## src/rte_pkg.sv

```systemverilog
// ============================================================================
// rte_pkg
// Shared types and constants for the timestamp text to epoch converter.
// ============================================================================
package rte_pkg;

    // default depth of the record queue between parser and arithmetic
    localparam int RTE_FIFO_DEPTH = 4;

    // characters of interest
    localparam logic [7:0] CH_NUL   = 8'h00;
    localparam logic [7:0] CH_TAB   = 8'h09;
    localparam logic [7:0] CH_CR    = 8'h0d;
    localparam logic [7:0] CH_SPACE = 8'h20;
    localparam logic [7:0] CH_PLUS  = "+";
    localparam logic [7:0] CH_MINUS = "-";
    localparam logic [7:0] CH_COLON = ":";
    localparam logic [7:0] CH_0     = "0";
    localparam logic [7:0] CH_9     = "9";
    localparam logic [7:0] CH_T     = "T";
    localparam logic [7:0] CH_UZ    = "Z";
    localparam logic [7:0] CH_LZ    = "z";

    // field index within YYYY-MM-DDTHH:MM:SS
    localparam logic [2:0] FLD_YEAR   = 3'd0;
    localparam logic [2:0] FLD_MONTH  = 3'd1;
    localparam logic [2:0] FLD_DAY    = 3'd2;
    localparam logic [2:0] FLD_HOUR   = 3'd3;
    localparam logic [2:0] FLD_MINUTE = 3'd4;
    localparam logic [2:0] FLD_SECOND = 3'd5;

    // field widths in characters, sign included
    localparam logic [2:0] YEAR_WIDTH  = 3'd4;
    localparam logic [2:0] SHORT_WIDTH = 3'd2;

    // civil-to-days constants
    localparam int DAYS_PER_ERA     = 146097;
    localparam int EPOCH_SHIFT_DAYS = 719468;
    localparam int SEC_PER_DAY      = 86400;
    localparam int SEC_PER_HOUR     = 3600;
    localparam int SEC_PER_MIN      = 60;

    // result of feeding one character to a numeric field scanner
    typedef enum logic [1:0] {
        NS_MORE,
        NS_FULL,
        NS_BACK,
        NS_FAIL
    } ns_res_t;

    // main field/separator sequence
    typedef enum logic [3:0] {
        PH_YEAR,
        PH_SEP_YM,
        PH_MONTH,
        PH_SEP_MD,
        PH_DAY,
        PH_SEP_DT,
        PH_HOUR,
        PH_SEP_HM,
        PH_MINUTE,
        PH_SEP_MS,
        PH_SECOND,
        PH_DONE,
        PH_FAIL
    } phase_t;

    // zone offset scanner sequence
    typedef enum logic [2:0] {
        ZP_FIRST,
        ZP_COLON,
        ZP_SECOND,
        ZP_OK,
        ZP_FAIL
    } zphase_t;

    // zone designator
    typedef enum logic [1:0] {
        ZONE_NONE,
        ZONE_UTC,
        ZONE_PLUS,
        ZONE_MINUS
    } zone_t;

    // numeric field scanner
    typedef struct packed {
        logic [2:0]  cnt;
        logic        sgn;
        logic        neg;
        logic [13:0] mag;
    } numscan_t;

    typedef struct packed {
        ns_res_t  res;
        numscan_t ns;
    } feed_t;

    // zone offset scanner
    typedef struct packed {
        zphase_t            ph;
        numscan_t           ns;
        logic signed [7:0]  first;
        logic signed [7:0]  second;
    } zscan_t;

    // whole parser state of one timestamp
    typedef struct packed {
        phase_t             ph;
        numscan_t           fld;
        logic signed [14:0] year;
        logic signed [7:0]  month;
        logic signed [7:0]  day;
        logic signed [7:0]  hour;
        logic signed [7:0]  minute;
        logic signed [7:0]  second;
        logic               seen_t;
        zone_t              zone;
        zscan_t             zcol;
        zscan_t             zpl;
    } parse_t;

    // parsed timestamp handed from parser to arithmetic
    typedef struct packed {
        logic               ok;
        logic signed [14:0] year;
        logic signed [7:0]  month;
        logic signed [7:0]  day;
        logic signed [7:0]  hour;
        logic signed [7:0]  minute;
        logic signed [7:0]  second;
        logic signed [7:0]  off_h;
        logic signed [7:0]  off_m;
    } rec_t;

endpackage

```

## src/rte_front.sv

```systemverilog
// ============================================================================
// rte_front
// Character parser: scans the date, time and zone fields one character per
// word and emits one parsed record when the text ends.
// ============================================================================
module rte_front (
    input  logic              clk,
    input  logic              rst_n,
    input  logic              s_tvalid,
    output logic              s_tready,
    input  logic [7:0]        s_tdata,   // [7:0] ch
    input  logic              s_tlast,
    input  logic              full,
    output logic              push,
    output rte_pkg::rec_t     rec
);
    import rte_pkg::*;

    parse_t st_reg;
    parse_t st_next;
    logic   ended_reg;
    logic   ended_next;
    parse_t taken;
    parse_t end_src;
    logic   accept;
    logic   text_end;

    function automatic logic is_ws(input logic [7:0] c);
        return (c == CH_SPACE) || ((c >= CH_TAB) && (c <= CH_CR));
    endfunction

    function automatic logic has_digits(input numscan_t s);
        return s.cnt > {2'd0, s.sgn};
    endfunction

    function automatic logic signed [14:0] ns_value(input numscan_t s);
        logic signed [14:0] m;
        m = $signed({1'b0, s.mag});
        return s.neg ? -m : m;
    endfunction

    // one character into a numeric field scanner
    function automatic feed_t num_feed(input numscan_t s, input logic [7:0] c,
                                       input logic [2:0] width);
        feed_t r;
        logic  dig;
        logic  accum;
        dig   = (c >= CH_0) && (c <= CH_9);
        r.res = NS_MORE;
        r.ns  = s;
        accum = 1'b0;
        if (s.cnt == 3'd0)
        begin
            if (is_ws(c))
            begin
                r.res = NS_MORE;
            end
            else if ((c == CH_PLUS) || (c == CH_MINUS))
            begin
                r.ns.sgn = 1'b1;
                r.ns.neg = (c == CH_MINUS);
                r.ns.cnt = 3'd1;
            end
            else if (!dig)
            begin
                r.res = NS_FAIL;
            end
            else
            begin
                accum = 1'b1;
            end
        end
        else if (!dig)
        begin
            r.res = has_digits(s) ? NS_BACK : NS_FAIL;
        end
        else
        begin
            accum = 1'b1;
        end
        if (accum)
        begin
            r.ns.mag = 14'(s.mag * 10 + {6'd0, c - CH_0});
            r.ns.cnt = s.cnt + 3'd1;
            r.res    = (r.ns.cnt >= width) ? NS_FULL : NS_MORE;
        end
        return r;
    endfunction

    // one character into a zone offset scanner, colon or plain form
    function automatic zscan_t zone_feed(input zscan_t z, input logic [7:0] c,
                                         input logic colon);
        zscan_t             q;
        feed_t              f;
        feed_t              g;
        logic signed [14:0] v;
        q = z;
        f = num_feed(z.ns, c, SHORT_WIDTH);
        g = num_feed('0, c, SHORT_WIDTH);
        v = ns_value(f.ns);
        unique case (z.ph)
            ZP_FIRST:
            begin
                if (f.res == NS_MORE)
                begin
                    q.ns = f.ns;
                end
                else if (f.res == NS_FAIL)
                begin
                    q.ph = ZP_FAIL;
                end
                else
                begin
                    q.first = v[7:0];
                    q.ns    = '0;
                    if (f.res == NS_FULL)
                    begin
                        q.ph = colon ? ZP_COLON : ZP_SECOND;
                    end
                    else if (colon)
                    begin
                        q.ph = (c == CH_COLON) ? ZP_SECOND : ZP_FAIL;
                    end
                    else
                    begin
                        // the ending character starts the minutes field
                        q.ph = (g.res == NS_FAIL) ? ZP_FAIL : ZP_SECOND;
                        q.ns = g.ns;
                    end
                end
            end
            ZP_COLON:
            begin
                q.ph = (c == CH_COLON) ? ZP_SECOND : ZP_FAIL;
            end
            ZP_SECOND:
            begin
                if (f.res == NS_MORE)
                begin
                    q.ns = f.ns;
                end
                else if (f.res == NS_FAIL)
                begin
                    q.ph = ZP_FAIL;
                end
                else
                begin
                    q.second = v[7:0];
                    q.ns     = '0;
                    q.ph     = ZP_OK;
                end
            end
            default:
            begin
                q = z;
            end
        endcase
        return q;
    endfunction

    // close a zone scanner at end of text
    function automatic zscan_t zone_end(input zscan_t z);
        zscan_t             q;
        logic signed [14:0] v;
        q = z;
        v = ns_value(z.ns);
        if ((z.ph == ZP_SECOND) && has_digits(z.ns))
        begin
            q.second = v[7:0];
            q.ph     = ZP_OK;
        end
        return q;
    endfunction

    function automatic logic [7:0] sep_char(input logic [2:0] k);
        logic [7:0] s;
        unique case (k)
            FLD_YEAR, FLD_MONTH: s = CH_MINUS;
            FLD_DAY:             s = CH_T;
            default:             s = CH_COLON;
        endcase
        return s;
    endfunction

    // store a finished field and move to the following phase
    function automatic parse_t complete_field(input parse_t p, input logic signed [14:0] v);
        parse_t     q;
        logic [2:0] k;
        q = p;
        k = p.ph[3:1];
        unique case (k)
            FLD_YEAR:   q.year   = v;
            FLD_MONTH:  q.month  = v[7:0];
            FLD_DAY:    q.day    = v[7:0];
            FLD_HOUR:   q.hour   = v[7:0];
            FLD_MINUTE: q.minute = v[7:0];
            default:    q.second = v[7:0];
        endcase
        q.fld = '0;
        q.ph  = (k >= FLD_SECOND) ? PH_DONE : phase_t'(p.ph + 4'd1);
        return q;
    endfunction

    // one character into the date/time field sequence
    function automatic parse_t main_feed(input parse_t p, input logic [7:0] c);
        parse_t     q;
        feed_t      f;
        logic [2:0] k;
        logic [2:0] width;
        q     = p;
        k     = p.ph[3:1];
        width = (p.ph == PH_YEAR) ? YEAR_WIDTH : SHORT_WIDTH;
        f     = num_feed(p.fld, c, width);
        if (p.ph < PH_DONE)
        begin
            if (!p.ph[0])
            begin
                unique case (f.res)
                    NS_MORE: q.fld = f.ns;
                    NS_FAIL: q.ph  = PH_FAIL;
                    default:
                    begin
                        q = complete_field(p, ns_value(f.ns));
                        // a non-digit that closed the field is the separator
                        if ((f.res == NS_BACK) && (k < FLD_SECOND))
                        begin
                            q.ph = (c == sep_char(k)) ? phase_t'(q.ph + 4'd1) : PH_FAIL;
                        end
                    end
                endcase
            end
            else
            begin
                q.ph = (c == sep_char(k)) ? phase_t'(p.ph + 4'd1) : PH_FAIL;
            end
        end
        return q;
    endfunction

    // zone search, zone scanners and field sequence for one character
    function automatic parse_t take_char(input parse_t p, input logic [7:0] c);
        parse_t q;
        q = p;
        if ((p.zone == ZONE_NONE) && p.seen_t)
        begin
            if ((c == CH_UZ) || (c == CH_LZ))
            begin
                q.zone = ZONE_UTC;
            end
            else if (c == CH_PLUS)
            begin
                q.zone = ZONE_PLUS;
            end
            else if (c == CH_MINUS)
            begin
                q.zone = ZONE_MINUS;
            end
        end
        else if ((p.zone == ZONE_PLUS) || (p.zone == ZONE_MINUS))
        begin
            q.zcol = zone_feed(p.zcol, c, 1'b1);
            q.zpl  = zone_feed(p.zpl, c, 1'b0);
        end
        if (c == CH_T)
        begin
            q.seen_t = 1'b1;
        end
        q = main_feed(q, c);
        return q;
    endfunction

    // close the text: last field, zone offset, record
    function automatic rec_t finish(input parse_t p);
        parse_t q;
        zscan_t zc;
        zscan_t zp;
        rec_t   r;
        q  = p;
        zc = zone_end(p.zcol);
        zp = zone_end(p.zpl);
        if ((p.ph < PH_DONE) && !p.ph[0])
        begin
            if (has_digits(p.fld))
            begin
                q = complete_field(p, ns_value(p.fld));
            end
            else
            begin
                q.ph = PH_FAIL;
            end
        end
        r.ok     = (q.ph == PH_DONE);
        r.year   = q.year;
        r.month  = q.month;
        r.day    = q.day;
        r.hour   = q.hour;
        r.minute = q.minute;
        r.second = q.second;
        r.off_h  = '0;
        r.off_m  = '0;
        if ((p.zone == ZONE_PLUS) || (p.zone == ZONE_MINUS))
        begin
            if (zc.ph == ZP_OK)
            begin
                r.off_h = zc.first;
                r.off_m = zc.second;
            end
            else if (zp.ph == ZP_OK)
            begin
                r.off_h = zp.first;
                r.off_m = zp.second;
            end
            if (p.zone == ZONE_MINUS)
            begin
                r.off_h = -r.off_h;
                r.off_m = -r.off_m;
            end
        end
        return r;
    endfunction

    // classify the word and compute the next parser state
    always_comb
    begin
        s_tready   = !full;
        accept     = s_tvalid && s_tready;
        text_end   = (s_tdata == CH_NUL) || s_tlast;
        taken      = take_char(st_reg, s_tdata);
        end_src    = (s_tdata == CH_NUL) ? st_reg : taken;
        rec        = finish(end_src);
        push       = accept && !ended_reg && text_end;
        st_next    = st_reg;
        ended_next = ended_reg;
        if (accept)
        begin
            if (ended_reg)
            begin
                // words after an unmarked end are dropped until the marked one
                if (s_tlast)
                begin
                    st_next    = '0;
                    ended_next = 1'b0;
                end
            end
            else if (text_end)
            begin
                st_next    = '0;
                ended_next = !s_tlast;
            end
            else
            begin
                st_next = taken;
            end
        end
    end

    // parser state
    always_ff @(posedge clk or negedge rst_n)
    begin
        if (!rst_n)
        begin
            st_reg    <= '0;
            ended_reg <= 1'b0;
        end
        else
        begin
            st_reg    <= st_next;
            ended_reg <= ended_next;
        end
    end

    // a marked last word leaves the parser ready for a fresh timestamp
    assert property (@(posedge clk) disable iff (!rst_n)
        (accept && s_tlast) |=> ((st_reg.ph == PH_YEAR) && !ended_reg))
        else $error("parser not cleared after last word");

endmodule

```

## src/rte_fifo.sv

```systemverilog
// ============================================================================
// rte_fifo
// Short record queue between the parser and the epoch arithmetic.
// ============================================================================
module rte_fifo #(
    parameter int DEPTH = rte_pkg::RTE_FIFO_DEPTH
) (
    input  logic              clk,
    input  logic              rst_n,
    input  logic              wr_en,
    input  rte_pkg::rec_t     wr_data,
    output logic              full,
    input  logic              rd_en,
    output rte_pkg::rec_t     rd_data,
    output logic              empty
);
    import rte_pkg::*;

    localparam int PTR_W = (DEPTH > 1) ? $clog2(DEPTH) : 1;
    localparam int CNT_W = $clog2(DEPTH + 1);

    rec_t             mem [DEPTH];
    logic [PTR_W-1:0] wr_ptr_reg;
    logic [PTR_W-1:0] wr_ptr_next;
    logic [PTR_W-1:0] rd_ptr_reg;
    logic [PTR_W-1:0] rd_ptr_next;
    logic [CNT_W-1:0] cnt_reg;
    logic [CNT_W-1:0] cnt_next;

    // status and pointer updates
    always_comb
    begin
        full        = (cnt_reg == CNT_W'(DEPTH));
        empty       = (cnt_reg == '0);
        rd_data     = mem[rd_ptr_reg];
        wr_ptr_next = wr_ptr_reg;
        rd_ptr_next = rd_ptr_reg;
        cnt_next    = cnt_reg;
        if (wr_en)
        begin
            wr_ptr_next = (wr_ptr_reg == PTR_W'(DEPTH - 1)) ? '0 : wr_ptr_reg + 1'b1;
        end
        if (rd_en)
        begin
            rd_ptr_next = (rd_ptr_reg == PTR_W'(DEPTH - 1)) ? '0 : rd_ptr_reg + 1'b1;
        end
        unique case ({wr_en, rd_en})
            2'b10:   cnt_next = cnt_reg + 1'b1;
            2'b01:   cnt_next = cnt_reg - 1'b1;
            default: cnt_next = cnt_reg;
        endcase
    end

    // storage
    always_ff @(posedge clk)
    begin
        if (wr_en)
        begin
            mem[wr_ptr_reg] <= wr_data;
        end
    end

    // pointers and fill count
    always_ff @(posedge clk or negedge rst_n)
    begin
        if (!rst_n)
        begin
            wr_ptr_reg <= '0;
            rd_ptr_reg <= '0;
            cnt_reg    <= '0;
        end
        else
        begin
            wr_ptr_reg <= wr_ptr_next;
            rd_ptr_reg <= rd_ptr_next;
            cnt_reg    <= cnt_next;
        end
    end

    assert property (@(posedge clk) disable iff (!rst_n) wr_en |-> !full)
        else $error("record queue overflow");

    assert property (@(posedge clk) disable iff (!rst_n) rd_en |-> !empty)
        else $error("record queue underflow");

endmodule

```

## src/rte_back.sv

```systemverilog
// ============================================================================
// rte_back
// Epoch arithmetic: civil-to-days conversion, time of day and zone offset,
// saturation, in a stall-together pipeline ending in the output register.
// ============================================================================
module rte_back (
    input  logic              clk,
    input  logic              rst_n,
    input  logic              in_valid,
    input  rte_pkg::rec_t     in_data,
    output logic              pop,
    output logic              m_tvalid,
    input  logic              m_tready,
    output logic [39:0]       m_tdata,   // [39:0] epoch_seconds
    output logic              m_tuser    // [0] valid_res
);
    import rte_pkg::*;

    localparam logic signed [49:0] EPOCH_HI = 50'sd400000000000;
    localparam logic signed [49:0] EPOCH_LO = -EPOCH_HI;
    // offsets that keep the small floor divisions non-negative
    localparam int YEAR_BIAS  = 10400;
    localparam int ERA_BIAS   = YEAR_BIAS / 400;
    localparam int DOY_BIAS   = 15610;
    localparam int DOY_QBIAS  = DOY_BIAS / 5;
    // floor(2^32 / 5), used when the shifted month wraps below zero
    localparam logic [31:0] WRAP_DIV5 = 32'd858993459;

    typedef struct packed {
        logic               ok;
        logic               mneg;
        logic [14:0]        u;
        logic [14:0]        w;
        logic signed [7:0]  day;
        logic signed [20:0] tsec;
    } stage_a_t;

    typedef struct packed {
        logic               ok;
        logic               mneg;
        logic [14:0]        u;
        logic [5:0]         q;
        logic [12:0]        qd;
        logic signed [7:0]  day;
        logic signed [20:0] tsec;
    } stage_b_t;

    typedef struct packed {
        logic               ok;
        logic [8:0]         yoe;
        logic signed [6:0]  era;
        logic [31:0]        doy;
        logic signed [20:0] tsec;
    } stage_c_t;

    typedef struct packed {
        logic               ok;
        logic [31:0]        doe;
        logic [31:0]        eterm;
        logic signed [20:0] tsec;
    } stage_d_t;

    typedef struct packed {
        logic               ok;
        logic signed [31:0] days;
        logic signed [20:0] tsec;
    } stage_e_t;

    typedef struct packed {
        logic               ok;
        logic signed [48:0] prod;
        logic signed [20:0] tsec;
    } stage_f_t;

    stage_a_t    a_reg, a_next;
    stage_b_t    b_reg, b_next;
    stage_c_t    c_reg, c_next;
    stage_d_t    d_reg, d_next;
    stage_e_t    e_reg, e_next;
    stage_f_t    f_reg, f_next;
    logic [5:0]  vld_reg, vld_next;
    logic        out_vld_reg, out_vld_next;
    logic [39:0] out_data_reg, out_data_next;
    logic        out_ok_reg, out_ok_next;
    logic        advance;

    logic               le2;
    logic signed [15:0] y16;
    logic signed [8:0]  mp;
    logic signed [15:0] s16;
    logic signed [8:0]  dh;
    logic signed [8:0]  dm;
    logic [20:0]        pq;
    logic [30:0]        pd;
    logic signed [13:0] qs;
    logic [1:0]         c100;
    logic signed [49:0] sum;
    logic signed [49:0] sat;

    // the whole pipeline moves when the output word is free or taken
    always_comb
    begin
        advance  = !out_vld_reg || m_tready;
        pop      = advance && in_valid;
        vld_next = {vld_reg[4:0], in_valid};
        out_vld_next = vld_reg[5];
    end

    // stage a: year shift, shifted month, time of day less zone offset
    always_comb
    begin
        le2         = !in_data.month[7] && (in_data.month[6:0] <= 7'd2);
        y16         = {in_data.year[14], in_data.year} - (le2 ? 16'sd1 : 16'sd0);
        mp          = le2 ? ({in_data.month[7], in_data.month} + 9'sd9)
                          : ({in_data.month[7], in_data.month} - 9'sd3);
        s16         = 16'(mp * 16'sd153) + 16'sd2;
        dh          = {in_data.hour[7], in_data.hour} - {in_data.off_h[7], in_data.off_h};
        dm          = {in_data.minute[7], in_data.minute} - {in_data.off_m[7], in_data.off_m};
        a_next.ok   = in_data.ok;
        a_next.mneg = in_data.month[7];
        a_next.u    = 15'(y16 + 16'(YEAR_BIAS));
        a_next.w    = 15'(s16 + 16'(DOY_BIAS) + {15'd0, in_data.month[7]});
        a_next.day  = in_data.day;
        a_next.tsec = 21'(dh * 21'(SEC_PER_HOUR)) + 21'(dm * 21'(SEC_PER_MIN))
                    + {{13{in_data.second[7]}}, in_data.second};
    end

    // stage b: divisions by 400 and 5 through reciprocal multiplies
    always_comb
    begin
        pq          = {10'd0, a_reg.u[14:4]} * 21'd1311;
        pd          = {16'd0, a_reg.w} * 31'd52429;
        b_next.ok   = a_reg.ok;
        b_next.mneg = a_reg.mneg;
        b_next.u    = a_reg.u;
        b_next.q    = pq[20:15];
        b_next.qd   = pd[30:18];
        b_next.day  = a_reg.day;
        b_next.tsec = a_reg.tsec;
    end

    // stage c: year of era, era, day of year
    always_comb
    begin
        qs          = $signed({1'b0, b_reg.qd}) - 14'(DOY_QBIAS);
        c_next.ok   = b_reg.ok;
        c_next.yoe  = 9'(b_reg.u - 15'(b_reg.q * 15'd400));
        c_next.era  = $signed({1'b0, b_reg.q}) - 7'(ERA_BIAS);
        c_next.doy  = {{18{qs[13]}}, qs} + (b_reg.mneg ? WRAP_DIV5 : 32'd0)
                    + {{24{b_reg.day[7]}}, b_reg.day} - 32'd1;
        c_next.tsec = b_reg.tsec;
    end

    // stage d: day of era and era base
    always_comb
    begin
        if (c_reg.yoe >= 9'd300)
        begin
            c100 = 2'd3;
        end
        else if (c_reg.yoe >= 9'd200)
        begin
            c100 = 2'd2;
        end
        else if (c_reg.yoe >= 9'd100)
        begin
            c100 = 2'd1;
        end
        else
        begin
            c100 = 2'd0;
        end
        d_next.ok    = c_reg.ok;
        d_next.doe   = 32'(c_reg.yoe) * 32'd365 + 32'(c_reg.yoe[8:2]) - 32'(c100) + c_reg.doy;
        d_next.eterm = 32'(c_reg.era * 32'sd146097);
        d_next.tsec  = c_reg.tsec;
    end

    // stage e: days since the epoch, wrapping at 32 bits
    always_comb
    begin
        e_next.ok   = d_reg.ok;
        e_next.days = $signed(d_reg.eterm + d_reg.doe - 32'(EPOCH_SHIFT_DAYS));
        e_next.tsec = d_reg.tsec;
    end

    // stage f: days to seconds
    always_comb
    begin
        f_next.ok   = e_reg.ok;
        f_next.prod = e_reg.days * 49'sd86400;
        f_next.tsec = e_reg.tsec;
    end

    // output: add time of day, saturate, zero when not valid
    always_comb
    begin
        sum = {f_reg.prod[48], f_reg.prod} + {{29{f_reg.tsec[20]}}, f_reg.tsec};
        if (sum > EPOCH_HI)
        begin
            sat = EPOCH_HI;
        end
        else if (sum < EPOCH_LO)
        begin
            sat = EPOCH_LO;
        end
        else
        begin
            sat = sum;
        end
        out_ok_next   = f_reg.ok;
        out_data_next = f_reg.ok ? sat[39:0] : 40'd0;
    end

    // stage payloads
    always_ff @(posedge clk)
    begin
        if (advance)
        begin
            a_reg        <= a_next;
            b_reg        <= b_next;
            c_reg        <= c_next;
            d_reg        <= d_next;
            e_reg        <= e_next;
            f_reg        <= f_next;
            out_data_reg <= out_data_next;
            out_ok_reg   <= out_ok_next;
        end
    end

    // stage valid bits
    always_ff @(posedge clk or negedge rst_n)
    begin
        if (!rst_n)
        begin
            vld_reg     <= '0;
            out_vld_reg <= 1'b0;
        end
        else if (advance)
        begin
            vld_reg     <= vld_next;
            out_vld_reg <= out_vld_next;
        end
    end

    assign m_tvalid = out_vld_reg;
    assign m_tdata  = out_data_reg;
    assign m_tuser  = out_ok_reg;

    assert property (@(posedge clk) disable iff (!rst_n)
        (m_tvalid && !m_tuser) |-> (m_tdata == 40'd0))
        else $error("invalid result carries nonzero seconds");

    assert property (@(posedge clk) disable iff (!rst_n)
        (m_tvalid && m_tuser) |->
        (($signed(m_tdata) <= 40'sd400000000000) && ($signed(m_tdata) >= -40'sd400000000000)))
        else $error("epoch seconds outside saturation range");

    assert property (@(posedge clk) disable iff (!rst_n)
        !advance |=> $stable(vld_reg))
        else $error("pipeline moved while output stalled");

endmodule

```

## src/rfc3339_timestamp_to_epoch_top.sv

```systemverilog
// ============================================================================
// rfc3339_timestamp_to_epoch_top
// Timestamp text to UTC epoch seconds: character parser, record queue and
// epoch arithmetic pipeline.
// ============================================================================
//  channel   dir  handshake            payload
//  s_*       in   s_tvalid/s_tready    tdata[7:0] ch, tlast last
//  m_*       out  m_tvalid/m_tready    tdata[39:0] epoch_seconds, tuser valid_res
//
//  one character word per cycle while s_tready is high; the parser decides each word in its cycle
//  a result passes through the record queue, stages a to f and the output register
//  the queue holds FIFO_DEPTH records; s_tready drops only while it is full
//  the arithmetic pipeline halts as a whole while the output word is held
//  reset clears parser state, queue pointers and stage valid bits at once
module rfc3339_timestamp_to_epoch_top #(
    parameter int FIFO_DEPTH = rte_pkg::RTE_FIFO_DEPTH
) (
    input  logic        clk,
    input  logic        rst_n,
    input  logic        s_tvalid,
    output logic        s_tready,
    input  logic [7:0]  s_tdata,   // [7:0] ch
    input  logic        s_tlast,
    output logic        m_tvalid,
    input  logic        m_tready,
    output logic [39:0] m_tdata,   // [39:0] epoch_seconds
    output logic        m_tuser    // [0] valid_res
);
    import rte_pkg::*;

    logic push;
    logic full;
    logic empty;
    logic pop;
    rec_t wr_rec;
    rec_t rd_rec;

    // character parser
    rte_front u_front (
        .clk      (clk),
        .rst_n    (rst_n),
        .s_tvalid (s_tvalid),
        .s_tready (s_tready),
        .s_tdata  (s_tdata),
        .s_tlast  (s_tlast),
        .full     (full),
        .push     (push),
        .rec      (wr_rec)
    );

    // record queue
    rte_fifo #(
        .DEPTH (FIFO_DEPTH)
    ) u_fifo (
        .clk     (clk),
        .rst_n   (rst_n),
        .wr_en   (push),
        .wr_data (wr_rec),
        .full    (full),
        .rd_en   (pop),
        .rd_data (rd_rec),
        .empty   (empty)
    );

    // epoch arithmetic
    rte_back u_back (
        .clk      (clk),
        .rst_n    (rst_n),
        .in_valid (!empty),
        .in_data  (rd_rec),
        .pop      (pop),
        .m_tvalid (m_tvalid),
        .m_tready (m_tready),
        .m_tdata  (m_tdata),
        .m_tuser  (m_tuser)
    );

endmodule

```

## config.mk

```make
export PLATFORM = sky130hd
export DESIGN_NAME = rfc3339_timestamp_to_epoch_top
export DESIGN_NICKNAME = d
export VERILOG_FILES = /design/src/rte_pkg.sv /design/src/rte_front.sv /design/src/rte_fifo.sv /design/src/rte_back.sv /design/src/rfc3339_timestamp_to_epoch_top.sv
export SDC_FILE = /design/constraint.sdc
export NUM_CORES = 2
export LEC_CHECK = 0
export ABC_AREA = 1
export BUFFER_PORTS_ARGS = -buffer_cell sky130_fd_sc_hd__buf_2
export CAP_MARGIN = 0
export CORE_AREA = 4 4 331 333
export CTS_BUF_LIST = sky130_fd_sc_hd__clkbuf_4 sky130_fd_sc_hd__clkbuf_8 sky130_fd_sc_hd__clkbuf_16
export CTS_CLUSTER_DIAMETER = 40
export DETAILED_ROUTE_END_ITERATION = 10
export DIE_AREA = 0 0 335 337
export PLACE_DENSITY = 0.81
export SLEW_MARGIN = 20
export SYNTH_ARGS = -nofsm -noshare
export SYNTH_HDL_FRONTEND = slang
export SYNTH_SLANG_ARGS = --single-unit
```

## constraint.sdc

```tcl
create_clock -name clk -period 10.4 [get_ports clk]
set_input_delay 0.52 -clock clk [delete_from_list [all_inputs] [get_ports clk]]
set_output_delay 0.52 -clock clk [all_outputs]
set_load 0.02 [all_outputs]
```

# == Yosys cells after proc, flatten, opt, wreduce, memory -nomap -nowiden ==
# Memories as Yosys holds them, arrays and structs flattened.
# Cells that the tools add are included.
# totals
regBits,607
latchBits,0
ramBits,288
mem_bits_ro,0
elab_cells,416
memories,1
# classes
n_addsub,45
multipliers,12
div_mod_pow,0
order_cmp,24
eq_ne,43
shifts,0
n_mux,177
bitwise_logic,1
n_reduce_logical,48
# mem_list
name,words,width,read_ports,rd_clocked_by_memory_dff,wr,line,source
u_fifo.mem,4,72,1,0,1,rte_fifo.sv:22,rec_t mem [DEPTH];
# op_table
op,count
157-bit 2-to-1 mux,6
153-bit 2-to-1 mux,2
8-bit 2-to-1 mux,33
76-bit 2-to-1 mux,2
134-bit 2-to-1 mux,1
19-bit 2-to-1 mux,7
22-bit 2-to-1 mux,6
32-bit adder,4
5-bit 2-to-1 mux,24
19-bit case mux with 2 select lines,3
14-bit 2-to-1 mux,7
16-bit 2-to-1 mux,5
15-bit 2-to-1 mux,4
27-bit 2-to-1 mux,2
49-bit by 21-bit adder with 50-bit output,1
"50-bit by 40-bit > comparator with 1-bit output, second input constant",1
"50-bit by 40-bit < comparator with 1-bit output, second input constant",1
3-bit 2-to-1 mux,16
8-bit negation,6
14-bit by 8-bit adder with 14-bit output,3
21-bit adder,2
"14-bit by 3-bit multiplier with 13-bit output, second input constant",3
"32-bit by 11-bit multiplier with 42-bit output, second input constant",1
40-bit 2-to-1 mux,1
other kinds (76),209

# == Depth between registers and ports, before layout ==
# depth
word_depth,38
ltp_mapped,46
mapped_depth_nobuf,41

# == Hierarchy ==
# Synthesis repeated with hierarchy kept, for this count alone.
# unflattened
hier_cells,8374
area_unflattened_um2,73020.0
# modules_own_cells
mod,n_inst,cells_each,area_each_um2,seq_area_each_um2
rte_back,1,5046,45781.4,13057.5
rte_front,1,2434,15359.7,3653.5
rte_fifo,1,893,11875.1,8823.5
rfc3339_timestamp_to_epoch_top,1,1,3.8,0.0

# == Least setup slack after synthesis ==
# No wires, ideal clock.
# synth_timing
kind,in2reg
from,input m_tready
to,register u_back.a_reg[0] in the netlist's numbering (enable)
setup_time_ps,780
arrival_ps,8953
t_required_ps,9620
setup_slack_ps,667
cell_stages,2
path_buffers,0
cell_sequence,nor2_1 inv_1
# synth_between
elab_chain_cells,1
# synth_lines
element,line,source
from (decl),rfc3339_timestamp_to_epoch_top.sv:25,"input logic m_tready,"
1-bit logical OR,rte_back.sv:103,advance = !out_vld_reg || m_tready;
via u_back.advance,rte_back.sv:85,logic advance;
to (signal assigned),rte_back.sv:220,a_reg <= a_next;
to (decl),rte_back.sv:75,"stage_a_t a_reg, a_next;"
# The timed path passes the listed nets, and every way through them passes these cells.
# A chain may end at the register's enable or synchronous reset.

==> impl_metrics.prom <==
# TYPE chip_impl_metric gauge
chip_impl_info{name="cts_tree",value="built"} 1
chip_impl_info{name="criticalPathCategory",value="reg2reg"} 1
chip_impl_metric{name="crit_required",unit="ns"} 10.89
chip_impl_metric{name="io_buffer_count",unit=""} 55
chip_impl_metric{name="final_critical_path_time_including_i_o_delays_and_setup",unit="ns"} 8.83
chip_impl_metric{name="fin_nets",unit=""} 8831
chip_impl_metric{name="maxClockFrequency",unit="MHz"} 113
chip_impl_metric{name="final_max_slew_viol_count",unit=""} 0
chip_impl_info{name="synth_top_cells_by_count",value="sky130_fd_sc_hd__nand2_1 (1,347), sky130_fd_sc_hd__inv_1 (1,302), sky130_fd_sc_hd__ha_1 (892)"} 1
chip_impl_metric{name="syn-cell-area",unit="sq um"} 68900
chip_impl_metric{name="synth_edf_count",unit=""} 717
chip_impl_metric{name="timing.final.setup_violations",unit=""} 0
chip_impl_metric{name="cts_hold_repair.buffers",unit=""} 1
chip_impl_metric{name="flow.area_growth_from_synthesis",unit="%"} 9.52
chip_impl_metric{name="grt_usage",unit="%"} 29.3
chip_impl_metric{name="wire_length_of_the_first_global_routing_pass",unit="mm"} 267
chip_impl_metric{name="max_cap_viols",unit=""} 0
chip_impl_metric{name="yosys_warnings",unit=""} 0
chip_impl_info{name="hold_start",value="s_tvalid"} 1
chip_impl_info{name="timing.rr.start",value="u_fifo.rd_ptr_reg[0]$_DFFE_PN0P_"} 1
chip_impl_metric{name="worst_ep_arrival_time",unit="ns"} 9.32
chip_impl_metric{name="die_h",unit="um"} 337
chip_impl_metric{name="syn_inst",unit=""} 7537
chip_impl_metric{name="ioPinCount",unit=""} 56
chip_impl_metric{name="tritoncts.num_buffers",unit=""} 132
chip_impl_metric{name="seq_area_frac_synth",unit="%"} 37.1
chip_impl_metric{name="synth_fp_nets",unit=""} 8759
chip_impl_metric{name="report.final.hold_viol_count",unit=""} 0
chip_impl_metric{name="insertion_delay",unit="ns"} 0.75
chip_impl_metric{name="postRouteAntennaNets",unit=""} 0
chip_impl_metric{name="max-clock-path-buffers",unit=""} 3
chip_impl_metric{name="layoutNonFillerInstCount",unit=""} 9124
chip_impl_metric{name="totalNegativeSetupSlack",unit="ns"} 0
chip_impl_metric{name="floorplan.initialDensity",unit="%"} 64.6
chip_impl_metric{name="final_instance_area",unit="sq um"} 75500
chip_impl_metric{name="synth_async_sr_flop_share",unit="%"} 18.2
chip_impl_metric{name="post_cts.resized_instances",unit=""} 0
chip_impl_info{name="clock-root-buffer",value="sky130_fd_sc_hd__clkbuf_16"} 1
chip_impl_metric{name="gp_congestion",unit=""} 0.938
chip_impl_metric{name="yosys.area.top_type_share",unit="%"} 31.2
chip_impl_metric{name="wirelength",unit="mm"} 164
chip_impl_metric{name="area_enclosed_by_the_die_boundary",unit="sq um"} 113000
chip_impl_metric{name="worstMarginPinSlew",unit="ns"} 1.09
chip_impl_metric{name="yosys.cell_types.count",unit=""} 66
chip_impl_metric{name="largest_reg_flops",unit=""} 288
chip_impl_metric{name="std_cell_rows",unit=""} 120
chip_impl_metric{name="clkTransAtPathRegs",unit="ns"} 0.06
chip_impl_info{name="synth_ff_type",value="sky130_fd_sc_hd__edfxtp_1"} 1
chip_impl_info{name="critPathSlowestCell",value="sky130_fd_sc_hd__dfrtp_4"} 1
chip_impl_metric{name="tritoncts_sink_count",unit=""} 877
chip_impl_metric{name="timing.critical_path.slowest_cell_delay",unit="ns"} 0.75
chip_impl_metric{name="finalClockSkew",unit="ns"} 0.0422
chip_impl_info{name="run_status",value="finished, final reports clean"} 1
chip_impl_metric{name="drc_markers",unit=""} 0
chip_impl_info{name="rsz_0062_raised_after_global_routing",value="false"} 1
chip_impl_metric{name="final_min_period_over_clock_period",unit="%"} 84.9
chip_impl_metric{name="dieWidth",unit="um"} 335
chip_impl_metric{name="relSlewSlack",unit="%"} 27.2
chip_impl_metric{name="ys_seq_elements",unit=""} 877
chip_impl_info{name="netlist.top_cell.by_area",value="sky130_fd_sc_hd__edfxtp_1"} 1
chip_impl_metric{name="detailed_place_hpwl",unit="mm"} 120
chip_impl_metric{name="drt_first_iter_violations",unit=""} 4274
chip_impl_metric{name="wl_per_cell",unit="um"} 18.0
chip_impl_metric{name="gr-total-overflow",unit=""} 0
chip_impl_info{name="hold_class",value="in2reg"} 1
chip_impl_metric{name="drt_pre_antenna_iters",unit=""} 7
chip_impl_metric{name="cts_htree_levels",unit=""} 4
chip_impl_metric{name="syn-mean-instance-area",unit="sq um"} 9.14
chip_impl_info{name="critPathCaptureType",value="flop"} 1
chip_impl_metric{name="place.detailed.instances",unit=""} 8876
chip_impl_metric{name="post-cts-setup-buffers",unit=""} 0
chip_impl_info{name="synth.area.top_cells",value="sky130_fd_sc_hd__edfxtp_1 (31%), sky130_fd_sc_hd__ha_1 (16%), sky130_fd_sc_hd__fa_1 (9.2%)"} 1
chip_impl_metric{name="final_layout_size_suffix_gt1_share",unit="%"} 5.40
chip_impl_metric{name="maximum_number_of_pins_on_one_net_before_global_route_repair",unit=""} 190
chip_impl_metric{name="post_drt_via_cell_ratio",unit=""} 5.77
chip_impl_info{name="critPathMostFrequentCell",value="sky130_fd_sc_hd__nor2_1"} 1
chip_impl_metric{name="num_vias",unit=""} 52611
chip_impl_info{name="most_frequent_cell_after_synthesis",value="sky130_fd_sc_hd__nand2_1"} 1
chip_impl_metric{name="antenna_found_initial",unit=""} 1
chip_impl_metric{name="dpl-instance-area",unit="sq um"} 70700
chip_impl_info{name="cp-startpoint",value="u_fifo.rd_ptr_reg[0]$_DFFE_PN0P_"} 1
chip_impl_metric{name="critical_path.max_fanout",unit=""} 74
chip_impl_metric{name="grt_pass1_vias",unit=""} 52755
chip_impl_metric{name="core-area",unit="sq um"} 107000
chip_impl_info{name="startpoint_type",value="flop"} 1
path summary, 6_finish.rpt:
path	end	slack [ns]	depth (start not counted)
worst min register to register	u_back.b_reg[51]$_DFFE_PP_	0.39	0
min in group asynchronous	u_front.st_reg[20]$_DFFE_PN0P_	0.45	2
worst min-delay path	u_front.ended_reg$_DFFE_PN0P_	0.08	3
max in group asynchronous	u_front.st_reg[118]$_DFFE_PN0P_	8.37	3
worst max-delay path	u_back.a_reg[20]$_DFFE_PP_	1.57	33
worst max register to register	u_back.a_reg[20]$_DFFE_PP_	1.57	33
final cells by class:
| type | instances | area, sq um |
|---|---|---|
| sequential | 877 | 25500 |
| tap | 1403 | 1760 |
| antenna | 2 | 5.00 |
| fill | 7661 | 31100 |
| inverter | 1319 | 4960 |
| multi-input combinational | 5191 | 37900 |
| timing repair buffer | 88 | 551 |
| clock inverter | 92 | 1310 |
| clock buffer | 152 | 3470 |
kinds of logic after synthesis:
family	count (synthesis)	share of synthesized area, %
and+or+nand+nor	2217	13.3
buffers and inverters	1469	8.07
AOI/OAI and AO/OA	1365	11.1
adders and majority gates	1209	25.4
DFF	877	37.1
xor gates and xnor gates	393	5.01
muxes	7	0.111
layout by cell type, fill, tap and decap left out, types with 21 or more instances in the layout:
cell type,synthesis,routed
sky130_fd_sc_hd__a21boi_0,21,21
sky130_fd_sc_hd__a21o_1,23,23
sky130_fd_sc_hd__a21oi_1,436,436
sky130_fd_sc_hd__buf_2,18,54
sky130_fd_sc_hd__buf_4,3,30
sky130_fd_sc_hd__clkbuf_16,0,132
sky130_fd_sc_hd__dfrtp_1,160,159
sky130_fd_sc_hd__edfxtp_1,717,717
sky130_fd_sc_hd__fa_1,317,317
sky130_fd_sc_hd__ha_1,892,892
sky130_fd_sc_hd__inv_1,1302,1298
sky130_fd_sc_hd__nand2_1,1347,1346
sky130_fd_sc_hd__nand3_1,267,267
sky130_fd_sc_hd__nand4_1,43,43
sky130_fd_sc_hd__nor2_1,437,431
sky130_fd_sc_hd__nor3_1,47,47
sky130_fd_sc_hd__o21ai_0,568,568
sky130_fd_sc_hd__o21ai_1,35,35
sky130_fd_sc_hd__o21bai_1,41,41
sky130_fd_sc_hd__o22ai_1,89,89
sky130_fd_sc_hd__xnor2_1,130,130
sky130_fd_sc_hd__xor2_1,262,262
routing by layer:
layer / wire (um) / vias to the layer above / track usage [%]
li1: - / 25249 / -
met1: 66100 / 25038 / 36.8
met2: 80500 / 1885 / 51.2
met3: 10100 / 439 / 3.97
met4: 7460 / 0 / 12.3
met5: 0 / - / 0
metrics by stage:
stage / hold WS [ns] / util (%) / worst slack [ns]
after floorplan: 0.224 / - / 0.667
after global placement: 0.401 / 66.3 / 1.84
after detailed placement: 0.405 / 66.3 / 1.57
after CTS: 0.0371 / 70.8 / 1.58
after global routing: 0.109 / 70.8 / 0.815
final: 0.0765 / 70.8 / 1.57
critical path: cells and delay by family (launching register included):
| kind | cells | cell delay, ns |
|---|---|---|
| flops | 1 | 0.75 |
| xor+xnor | 3 | 1.19 |
| fa+ha+maj | 7 | 2.72 |
| compound gates | 10 | 1.97 |
| simple gates | 6 | 0.50 |
| buf+inv | 7 | 1.39 |
Power is left out: the tool's default activity adds up to more than one toggle a clock period on the data nets, which glitch-free logic cannot reach.
